`config.mk`:
```
export PLATFORM = sky130hd
export DESIGN_NAME = sobol_point_generator_core
export DESIGN_NICKNAME = d
export VERILOG_FILES = /design/src/rtl/sobol_pkg.sv /design/src/rtl/sobol_point_generator_core.sv /design/src/rtl/sobol_ctrl.sv /design/src/rtl/sobol_datapath.sv
export SDC_FILE = /design/constraint.sdc
export NUM_CORES = 2
export LEC_CHECK = 0
export BUFFER_PORTS_ARGS = -buffer_cell sky130_fd_sc_hd__buf_4
export CORE_MARGIN = 8
export CORE_UTILIZATION = 62
export CTS_CLUSTER_DIAMETER = 40
export DETAILED_ROUTE_END_ITERATION = 8
export HOLD_SLACK_MARGIN = 0.06
export PLACE_DENSITY = 0.78
export REMOVE_ABC_BUFFERS = 1
export SKIP_LAST_GASP = 1
export SLEW_MARGIN = 20
export SYNTH_ARGS = -nofsm -noshare
export SYNTH_HDL_FRONTEND = slang
export SYNTH_HIERARCHICAL = 1
export SYNTH_SLANG_ARGS = --single-unit
export TNS_END_PERCENT = 50
```
`constraint.sdc`:
```
create_clock -name clk_i -period 23.2 [get_ports clk_i]
set_input_delay 4.64 -clock clk_i [delete_from_list [all_inputs] [get_ports clk_i]]
set_output_delay 4.64 -clock clk_i [all_outputs]
set_load 0.005 [all_outputs]
```
`src/rtl/sobol_pkg.sv`:
```
// Shared types, constants and codes for the Sobol point generator.
package sobol_pkg;

  localparam int unsigned MAX_ROWS   = 65536;
  localparam int unsigned MAX_DEGREE = 20;
  localparam int unsigned WORD_W     = 32;
  localparam int unsigned N_WORDS    = 32;

  localparam int unsigned DEG_W   = 5;
  localparam int unsigned POLY_W  = 19;
  localparam int unsigned ROWS_W  = 17;
  localparam int unsigned M_W     = 20;
  localparam int unsigned PIDX_W  = 16;
  localparam int unsigned CFG_DW  = 19;
  localparam int unsigned IDX_W   = $clog2(MAX_ROWS + 1);
  localparam int unsigned ADDR_W  = $clog2(N_WORDS);
  localparam int unsigned EXP_CW  = $clog2(N_WORDS + 1);
  localparam int unsigned M_AW    = $clog2(MAX_DEGREE);

  typedef enum logic [1:0] {
    KIND_LOAD    = 2'd0,
    KIND_RESTART = 2'd1,
    KIND_NEXT    = 2'd2,
    KIND_NONE    = 2'd3
  } kind_e;

  typedef enum logic [1:0] {
    CFG_DEGREE    = 2'd0,
    CFG_POLY_BITS = 2'd1,
    CFG_FIRST_DIM = 2'd2,
    CFG_ROW_COUNT = 2'd3
  } cfg_idx_e;

  typedef enum logic [1:0] {
    S_IDLE   = 2'd0,
    S_STEP   = 2'd1,
    S_EXPAND = 2'd2
  } state_e;

  typedef struct packed {
    kind_e            kind;
    logic [DEG_W-1:0] m_index;
    logic [M_W-1:0]   m_value;
  } item_in_t;

  typedef struct packed {
    logic [WORD_W-1:0] point;
    logic [PIDX_W-1:0] point_index;
    logic              exhausted;
  } item_out_t;

  typedef struct packed {
    logic [DEG_W-1:0]  degree;
    logic [POLY_W-1:0] poly_bits;
    logic              first_dimension;
    logic [ROWS_W-1:0] row_count;
  } cfg_t;

  typedef struct packed {
    logic load_m;
    logic capture;
    logic apply;
    logic exp_init;
    logic exp_step;
  } dp_cmd_t;

  typedef struct packed {
    logic exp_last;
  } dp_status_t;

endpackage

```
`src/rtl/sobol_point_generator_core.sv`:
```
// Top level of the Sobol point generator: configuration registers and wiring.
//
// Generates one dimension of a 32-bit Sobol sequence in Gray-code order. An
// item is taken when start is high and busy is low. A load item (m word) is
// absorbed in the accepting cycle and busy stays low. A next item raises busy
// for one cycle; its result appears on result_o with result_valid_o high in
// the cycle right after acceptance, so no new item is taken while the result
// shows. The step state is there for the registered read of the single-port
// direction word RAM. A restart item clears point and index when taken and
// keeps busy high while the expansion writes one direction word per cycle into
// that RAM. The result strobe lasts exactly one cycle and cannot be held off:
// take it when it shows. Configuration writes are always ready and should be
// issued only while the block is idle; they reach the direction words at the
// next restart.
module sobol_point_generator_core
  import sobol_pkg::*;
(
  input  logic              clk_i,
  input  logic              rst_ni,
  input  logic              start,
  output logic              busy,
  input  item_in_t          item_i,
  output logic              result_valid_o,
  output item_out_t         result_o,
  input  logic              cfg_valid_i,
  output logic              cfg_ready_o,
  input  cfg_idx_e          cfg_index_i,
  input  logic [CFG_DW-1:0] cfg_data_i
);

  cfg_t       cfg_q, cfg_d;
  dp_cmd_t    cmd;
  dp_status_t status;

  assign cfg_ready_o = 1'b1;

  // register writes: take the low bits the register holds
  always_comb begin
    cfg_d = cfg_q;
    if (cfg_valid_i && cfg_ready_o) begin
      unique case (cfg_index_i)
        CFG_DEGREE:    cfg_d.degree          = cfg_data_i[DEG_W-1:0];
        CFG_POLY_BITS: cfg_d.poly_bits       = cfg_data_i[POLY_W-1:0];
        CFG_FIRST_DIM: cfg_d.first_dimension = cfg_data_i[0];
        CFG_ROW_COUNT: cfg_d.row_count       = cfg_data_i[ROWS_W-1:0];
        default:       cfg_d = cfg_q;
      endcase
    end
  end

  always_ff @(posedge clk_i or negedge rst_ni) begin
    if (!rst_ni) begin
      cfg_q.degree          <= DEG_W'(1);
      cfg_q.poly_bits       <= '0;
      cfg_q.first_dimension <= 1'b1;
      cfg_q.row_count       <= ROWS_W'(MAX_ROWS);
    end else begin
      cfg_q <= cfg_d;
    end
  end

  sobol_ctrl u_ctrl (
    .clk_i          (clk_i),
    .rst_ni         (rst_ni),
    .start          (start),
    .kind_i         (item_i.kind),
    .status_i       (status),
    .busy           (busy),
    .result_valid_o (result_valid_o),
    .cmd_o          (cmd)
  );

  sobol_datapath u_datapath (
    .clk_i    (clk_i),
    .rst_ni   (rst_ni),
    .cfg_i    (cfg_q),
    .item_i   (item_i),
    .cmd_i    (cmd),
    .status_o (status),
    .result_o (result_o)
  );

endmodule

```
`src/rtl/sobol_ctrl.sv`:
```
// Control state machine: sequences loads, point steps and direction expansion.
module sobol_ctrl
  import sobol_pkg::*;
(
  input  logic       clk_i,
  input  logic       rst_ni,
  input  logic       start,
  input  kind_e      kind_i,
  input  dp_status_t status_i,
  output logic       busy,
  output logic       result_valid_o,
  output dp_cmd_t    cmd_o
);

  state_e state_q, state_d;

  always_ff @(posedge clk_i or negedge rst_ni) begin
    if (!rst_ni) begin
      state_q <= S_IDLE;
    end else begin
      state_q <= state_d;
    end
  end

  always_comb begin
    state_d        = state_q;
    cmd_o          = '0;
    busy           = 1'b1;
    result_valid_o = 1'b0;
    unique case (state_q)
      S_IDLE: begin
        busy = 1'b0;
        if (start) begin
          unique case (kind_i)
            KIND_LOAD: begin
              cmd_o.load_m = 1'b1;
            end
            KIND_RESTART: begin
              cmd_o.exp_init = 1'b1;
              state_d        = S_EXPAND;
            end
            KIND_NEXT: begin
              cmd_o.capture = 1'b1;
              state_d       = S_STEP;
            end
            KIND_NONE: begin
              state_d = S_IDLE;
            end
            default: begin
              state_d = S_IDLE;
            end
          endcase
        end
      end
      S_STEP: begin
        // strobe the captured item and fold in the direction word
        result_valid_o = 1'b1;
        cmd_o.apply    = 1'b1;
        state_d        = S_IDLE;
      end
      S_EXPAND: begin
        cmd_o.exp_step = 1'b1;
        if (status_i.exp_last) begin
          state_d = S_IDLE;
        end
      end
      default: begin
        state_d = S_IDLE;
      end
    endcase
  end

endmodule

```
`src/rtl/sobol_datapath.sv`:
```
// Datapath: initial values, direction word RAM, expansion window and point state.
module sobol_datapath
  import sobol_pkg::*;
(
  input  logic       clk_i,
  input  logic       rst_ni,
  input  cfg_t       cfg_i,
  input  item_in_t   item_i,
  input  dp_cmd_t    cmd_i,
  output dp_status_t status_o,
  output item_out_t  result_o
);

  // stores
  logic [M_W-1:0]    m_mem   [MAX_DEGREE];
  logic [WORD_W-1:0] dir_mem [N_WORDS];
  logic [WORD_W-1:0] win_q   [MAX_DEGREE];

  logic [WORD_W-1:0] point_q, point_d;
  logic [IDX_W-1:0]  idx_q, idx_d;
  logic [EXP_CW-1:0] exp_i_q, exp_i_d;
  logic [WORD_W-1:0] rd_q;
  item_out_t         res_q;

  logic [DEG_W-1:0]  s_eff;
  logic [IDX_W-1:0]  rows_eff;
  logic              exh;
  logic [ADDR_W-1:0] tz_addr;
  logic              tz_found;
  logic [EXP_CW-1:0] sh_amt;
  logic [M_AW-1:0]   m_rd_addr;
  logic [WORD_W-1:0] m_word;
  logic [WORD_W-1:0] unit_word;
  logic [WORD_W-1:0] tap_s;
  logic [WORD_W-1:0] rec_word;
  logic [WORD_W-1:0] new_word;
  logic [DEG_W-1:0]  pidx;
  logic              m_wr_ok;

  // clamp degree into 1..MAX_DEGREE
  always_comb begin
    if (cfg_i.degree == '0) begin
      s_eff = DEG_W'(1);
    end else if (cfg_i.degree > DEG_W'(MAX_DEGREE)) begin
      s_eff = DEG_W'(MAX_DEGREE);
    end else begin
      s_eff = cfg_i.degree;
    end
  end

  // clamp row count into 1..MAX_ROWS
  always_comb begin
    if (cfg_i.row_count == '0) begin
      rows_eff = IDX_W'(1);
    end else if (IDX_W'(cfg_i.row_count) > IDX_W'(MAX_ROWS)) begin
      rows_eff = IDX_W'(MAX_ROWS);
    end else begin
      rows_eff = IDX_W'(cfg_i.row_count);
    end
  end

  assign exh = (idx_q >= rows_eff);

  // lowest zero bit of the index picks the direction word
  always_comb begin
    tz_addr  = '0;
    tz_found = 1'b0;
    for (int b = 0; b < IDX_W; b++) begin
      if (!tz_found) begin
        if (idx_q[b]) begin
          tz_addr = ADDR_W'(b + 1);
        end else begin
          tz_found = 1'b1;
        end
      end
    end
  end

  // expansion word for position exp_i_q
  assign sh_amt    = EXP_CW'(N_WORDS) - exp_i_q;
  assign m_rd_addr = (exp_i_q <= EXP_CW'(MAX_DEGREE)) ?
                     M_AW'(exp_i_q - EXP_CW'(1)) : '0;
  assign m_word    = WORD_W'(m_mem[m_rd_addr]) << sh_amt[ADDR_W-1:0];
  assign unit_word = WORD_W'(1) << sh_amt[ADDR_W-1:0];
  assign tap_s     = win_q[M_AW'(s_eff - DEG_W'(1))];

  always_comb begin
    rec_word = tap_s ^ (tap_s >> s_eff);
    pidx     = '0;
    for (int k = 1; k < MAX_DEGREE; k++) begin
      pidx = s_eff - DEG_W'(1) - DEG_W'(k);
      if ((DEG_W'(k) < s_eff) && cfg_i.poly_bits[pidx]) begin
        rec_word = rec_word ^ win_q[k-1];
      end
    end
  end

  always_comb begin
    if (cfg_i.first_dimension) begin
      new_word = unit_word;
    end else if (exp_i_q <= EXP_CW'(s_eff)) begin
      new_word = m_word;
    end else begin
      new_word = rec_word;
    end
  end

  assign status_o.exp_last = (exp_i_q == EXP_CW'(N_WORDS));

  // control-state next values
  always_comb begin
    point_d = point_q;
    idx_d   = idx_q;
    exp_i_d = exp_i_q;
    if (cmd_i.exp_init) begin
      point_d = '0;
      idx_d   = '0;
      exp_i_d = EXP_CW'(1);
    end else if (cmd_i.exp_step) begin
      exp_i_d = exp_i_q + EXP_CW'(1);
    end else if (cmd_i.apply && !res_q.exhausted) begin
      point_d = point_q ^ rd_q;
      idx_d   = idx_q + IDX_W'(1);
    end
  end

  always_ff @(posedge clk_i or negedge rst_ni) begin
    if (!rst_ni) begin
      point_q <= '0;
      idx_q   <= '0;
      exp_i_q <= EXP_CW'(1);
    end else begin
      point_q <= point_d;
      idx_q   <= idx_d;
      exp_i_q <= exp_i_d;
    end
  end

  assign m_wr_ok = (item_i.m_index != '0) && (item_i.m_index <= DEG_W'(MAX_DEGREE));

  always_ff @(posedge clk_i) begin
    if (cmd_i.load_m && m_wr_ok) begin
      m_mem[M_AW'(item_i.m_index - DEG_W'(1))] <= item_i.m_value;
    end
  end

  // direction RAM: one write port for expansion, registered read for steps
  always_ff @(posedge clk_i) begin
    if (cmd_i.exp_step) begin
      dir_mem[ADDR_W'(exp_i_q - EXP_CW'(1))] <= new_word;
    end
    if (cmd_i.capture) begin
      rd_q <= dir_mem[tz_addr];
    end
  end

  // window of the most recent words: win_q[j] is word i-1-j
  always_ff @(posedge clk_i) begin
    if (cmd_i.exp_step) begin
      win_q[0] <= new_word;
      for (int j = 1; j < MAX_DEGREE; j++) begin
        win_q[j] <= win_q[j-1];
      end
    end
  end

  // output register
  always_ff @(posedge clk_i) begin
    if (cmd_i.capture) begin
      res_q.exhausted   <= exh;
      res_q.point       <= exh ? '0 : point_q;
      res_q.point_index <= exh ? '0 : idx_q[PIDX_W-1:0];
    end
  end

  assign result_o = res_q;

endmodule

```
Word-level counts from Yosys, hierarchy flattened

Memories as Yosys holds them, arrays and structs flattened. A register that Yosys moved wholly into a read port is not among the register bits.
Cells that the tools add are included.

Bits in registers: 148
Bits in writable memories: 2,064
Input port bits: 52
Memories: 3

Memories:

| memory             | depth | bits a word | rd ports | clocked after Yosys merged registers in | write ports | line                 | text |
|---|---|---|---|---|---|---|---|
| u_datapath.dir_mem | 32    | 32          | 1        | 1                                       | 1           | sobol_datapath.sv:16 | `logic [WORD_W-1:0] dir_mem [N_WORDS];` |
| u_datapath.win_q   | 20    | 32          | 20       | 0                                       | 20          | sobol_datapath.sv:17 | `logic [WORD_W-1:0] win_q [MAX_DEGREE];` |
| u_datapath.m_mem   | 20    | 20          | 1        | 0                                       | 1           | sobol_datapath.sv:15 | `logic [M_W-1:0] m_mem [MAX_DEGREE];` |

Add/subtract/negate cells: 25
Order comparisons: 44
Equality and inequality tests: 13
Shift operators: 3
Multiplexer cells: 154
Bitwise operators: 21
Reductions and logical operators: 37

Operators by type and width:

| operator              | count |
|---|---|
| $mux 32               | 24 |
| $xor 32x32->32        | 21 |
| $mux 5                | 34 |
| $lt 5x6->1 const B    | 19 |
| $bmux 1 s5            | 19 |
| $mux 17               | 5 |
| $mux 1                | 63 |
| $lt 4x5->1 const A    | 8 |
| $sub 5x4->5 const B   | 8 |
| $shl 1x5->32 const A  | 1 |
| $shl 20x5->32         | 1 |
| $shr 32x5->32         | 1 |
| $logic_and 1x1->1     | 22 |
| $lt 3x5->1 const A    | 4 |
| $lt 5x5->1 const A    | 4 |
| $sub 5x1->5 const B   | 4 |
| $sub 5x3->5 const B   | 4 |
| $sub 5x5->5 const B   | 4 |
| $add 17x1->17 const B | 1 |
| $ge 17x17->1          | 1 |
| $gt 17x17->1 const B  | 1 |
| $logic_not 17->1      | 1 |
| $mux 6                | 2 |
| $eq 2x2->1 const B    | 5 |
| 24 further kinds      | 40 |

Depth between registers and ports, before layout

Word-level depth: 47
Depth in mapped cells: 34
Mapped depth without buffers: 21

By module

The synthesis kept the hierarchy.

By module, submodules not included:

| module                     | instances | cells each | area an instance (um^2) | sequential area each (um^2) |
|---|---|---|---|---|
| sobol_datapath             | 1         | 6,958      | 84,698.7                | 52,336.4 |
| sobol_point_generator_core | 1         | 93         | 1,602.8                 | 1,054.8 |
| sobol_ctrl                 | 1         | 15         | 131.4                   | 50.0 |

Worst setup path after synthesis

Ideal clock, no wire load.

Path kind: reg2reg
From: register u_ctrl.state_q[0]
To: memory u_datapath.dir_mem[8][0], enable pin
Arrival time: 16.016 ns
Path slack: 6.723 ns
Stages on the path, launching flop included: 6
Path buffers: 1
Clock period less this slack: 16.477 ns
Path through: dfrtp_1 > or2b_1 > inv_1 > clkbuf_1 > nand2_1 > nor3_1

RTL lines:

| item                   | line                 | text |
|---|---|---|
| start, declared        | sobol_ctrl.sv:15     | `state_e state_q, state_d;` |
| start signal, assigned | sobol_ctrl.sv:21     | `state_q <= state_d;` |
| end, declared          | sobol_datapath.sv:16 |  |

==> run_results.csv <==
group,metric,value,unit
sta,rsz0062_at_grt,"false",
routing,drcViolationCount,0,
hold_path,hp-class,"reg -> reg",
sta,finalHoldViolCount,0,
yosys,dominantRegCellSynth,"edfxtp_1",
critical_path,cp_slowest_cell,"xnor2_4",
critical_path,r2r-end,"u_datapath/win_q[0][11]$_DFFE_PP_",
critical_path,cp-start-kind,"flip-flop",
global_routing,grt_pass1_vias,61300,
clock_tree,post_cts_buffers,0,
yosys,synth_top_cell_by_area,"edfxtp_1",
floorplanning,die_w,389,µm
yosys,synth-seq-cells,1796,
critical_path,crit_end,"u_datapath/win_q[0][11]$_DFFE_PP_",
global_routing,track_usage,0.345,
floorplanning,dieArea,0.152,mm²
critical_path,rrSetupSlack,13.89,ns
yosys,synth_fa_ha_area_frac,0.00651,
floorplanning,num_rows,137,
placed_design,dpl.hpwl,161000,µm
clock_tree,root_buffer,"clkbuf_16",
yosys,async_flop_share,0.0551,
floorplanning,start_util,0.622,
yosys,avgSynthCellArea,12.2,µm²
global_routing,grt_pass1_wl,396000,µm
sta,clock_skew,0.0651,ns
sta,clock.fmax,107,MHz
clock_tree,cts.clk_slew.worst_paths,0.06,ns
critical_path,crit_cells,24,
sta,slew_headroom,0.140,
run,drv_cap,0,
yosys,seq_area_frac_synth,0.618,
clock_tree,clk_latency,0.85,ns
placed_design,place_inst,8767,
yosys,synthSimpleGateAreaFrac,0.123,
clock_tree,cts_buffer_depth,3,
global_routing,antenna_found_initial,6,
final_layout,antenna_cells,0,
sta,min_period_over_period,0.401,
sta,fin_setup_tns,0,ns
routing,wl,270000,µm
floorplanning,io_pins,104,
critical_path,crit_buf_inv,6,
floorplanning,core,0.139,mm²
routing,wl_per_cell,29.4,µm
yosys,synth_area_leaders,"edfxtp_1, nand2_1, xnor2_1, mux2i_1, dfrtp_1",
yosys,synthMostInstantiatedCell,"edfxtp_1",
clock_tree,htreeDepth,4,
routing,vias,63400,
final_layout,drive_above_1_share,0.129,
placed_design,portBuffers,102,
yosys,ys_top_cells_by_count,"edfxtp_1, nand2_1, xnor2_1, clkbuf_1, nor2_1",
clock_tree,cts_made_buffers,221,
clock_tree,cts_resized,0,
yosys,synth-compound-area-share,0.0967,
yosys,synth_edf_count,1697,
floorplanning,fp.dieH,389,µm
clock_tree,ctsHoldBuffers,0,
routing,firstDrtPassIters,9,
critical_path,r2r-start,"cfg_q[40]$_DFFE_PN0P_",
yosys,post-synth-top-area-fraction,0.590,
global_routing,grt_max_degree,202,
critical_path,crit_arrival,9.84,ns
yosys,yosys_warnings,6,
critical_path,cp_top_family,"XOR/XNOR gates",
critical_path,cp-startpoint,"cfg_q[40]$_DFFE_PN0P_",
critical_path,worst-setup-path-type,"reg -> reg",
yosys,synth_top_family_by_area,"simple AND/OR/NAND/NOR gates",
final_layout,final_nets,7211,
yosys,synth-xor-area-share,0.0744,
final_layout,fillCellCount,9266,
sta,drv_slew,0,
routing,routed_via_density,6.90,
yosys,synthDistinctLibCells,105,
routing,ant_nets,0,
critical_path,critPathMostFrequentCell,"xnor2_1",
critical_path,crit_chain,"buf_4, or2_1, nand2_1, and2_1, buf_4, clkinv_1, ha_1, xnor2_4, inv_2, ha_1, a21bo_2, a221oi_1, xnor2_1, o31ai_1, nor2b_4, buf_4, nand2_1, xnor2_1, xnor2_1, xnor3_1, xnor2_1, xnor2_1, o221ai_1, buf_4",
outcome,status,"completed",
critical_path,r2r_cells,24,
yosys,synthMuxAreaShare,0.0564,
critical_path,critPathMaxStageDelay,0.84,ns
critical_path,cp-end-kind,"flip-flop",
final_layout,area_delta_synth_final,12.5,%
critical_path,path_max_fanout,33,
sta,min_period,9.31,ns
final_layout,final_cells,9186,
yosys,synth_cells,7066,
yosys,syn_area,0.0864,mm²
clock_tree,clock-sinks,1796,
sta,worstMarginPinSlew,1.29,ns
routing,dr.first_iter.drc_count,9977,
sta,final-setup-viol-count,0,
critical_path,worst-endpoint-required,23.73,ns
global_routing,grt_overflow,0,
clock_tree,cts_tree,"done",
placed_design,globalplace.congestion,1.02,
## registers in the layout, indices dropped and copies added (netlist names)
register,flops
u_ctrl/state_q,2
u_datapath/exp_i_q,6
u_datapath/dir_mem,576
cfg_q,42
u_datapath/idx_q,17
u_datapath/rd_q,32
u_datapath/win_q,640
u_datapath/result_o,49
u_datapath/m_mem,400
u_datapath/point_q,32
## layout by cell type (no fill, tap or decap), drive strengths merged, types with 77 or more instances in the layout
| master | n |
|---|---|
| mux2i | 252 |
| mux2 | 95 |
| a21oi | 206 |
| xor2 | 169 |
| inv | 86 |
| nand3 | 205 |
| clkbuf | 261 |
| a31oi | 162 |
| buf | 292 |
| dfrtp | 95 |
| nor2 | 285 |
| clkinv | 82 |
| xnor2 | 463 |
| edfxtp | 1697 |
| o21ai | 142 |
| a211oi | 180 |
| nor3 | 77 |
| and2 | 85 |
| nand2 | 1511 |
## stage by stage
step / worst slack [ns] / hold WS, ns / util / area [µm²]
2_1_floorplan: 1.09 / 0.441 / - / 84500
3_3_place_gp: 14.57 / 0.449 / 0.645 / 89700
3_5_place_dp: 14.28 / 0.460 / 0.645 / 89700
4_1_cts: 14.26 / 0.441 / 0.699 / 97200
5_1_grt: 13.70 / 0.468 / 0.699 / 97200
6_report: 13.89 / 0.448 / 0.699 / 97200
## routing by layer
layer | track usage | share of wire
met4 | 0.180 | 0.061
met3 | 0.0980 | 0.14
met2 | 0.517 | 0.44
met5 | 0 | 0.00027
met1 | 0.462 | 0.36
## area by class of cell
cell class                      instances  area (µm²)  share of cell area
Sequential cell                      1796       53500               0.550
Multi-Input combinational cell       4759       31500               0.324
Clock buffer                          261        5710              0.0587
Tap cell                             1876        2350              0.0241
Timing Repair Buffer                  292        2240              0.0231
Clock inverter                        158        1810              0.0187
Inverter                               44         180             0.00185
## cell families after synthesis
group	Yosys count
buffers and inverters	511
AOI/OAI and AO/OA	1199
other	1
adders and majority gates	45
xor gates and xnor gates	670
DFF	1796
muxes	404
and+or+nand+nor	2440
## worst min-delay path by stage
| stage | slack (ns) | end | start | depth (start not counted) |
|---|---|---|---|---|
| global route | 0.47 | u_datapath/win_q[8][20]$_DFFE_PP_ | u_datapath/win_q[7][20]$_DFFE_PP_ | 0 |
| CTS | 0.44 | u_datapath/win_q[8][20]$_DFFE_PP_ | u_datapath/win_q[7][20]$_DFFE_PP_ | 0 |
| floorplan | 0.44 | u_datapath/win_q[12][26]$_DFFE_PP_ | u_datapath/win_q[11][26]$_DFFE_PP_ | 0 |
| finish | 0.45 | u_datapath/win_q[14][27]$_DFFE_PP_ | u_datapath/win_q[13][27]$_DFFE_PP_ | 0 |
| detailed placement | 0.46 | u_datapath/win_q[4][28]$_DFFE_PP_ | u_datapath/win_q[3][28]$_DFFE_PP_ | 0 |
| global placement | 0.45 | u_datapath/win_q[12][19]$_DFFE_PP_ | u_datapath/win_q[11][19]$_DFFE_PP_ | 0 |
Power is not shown: default switching activity piles up to over one toggle a cycle in this logic, so the estimate is an artifact.
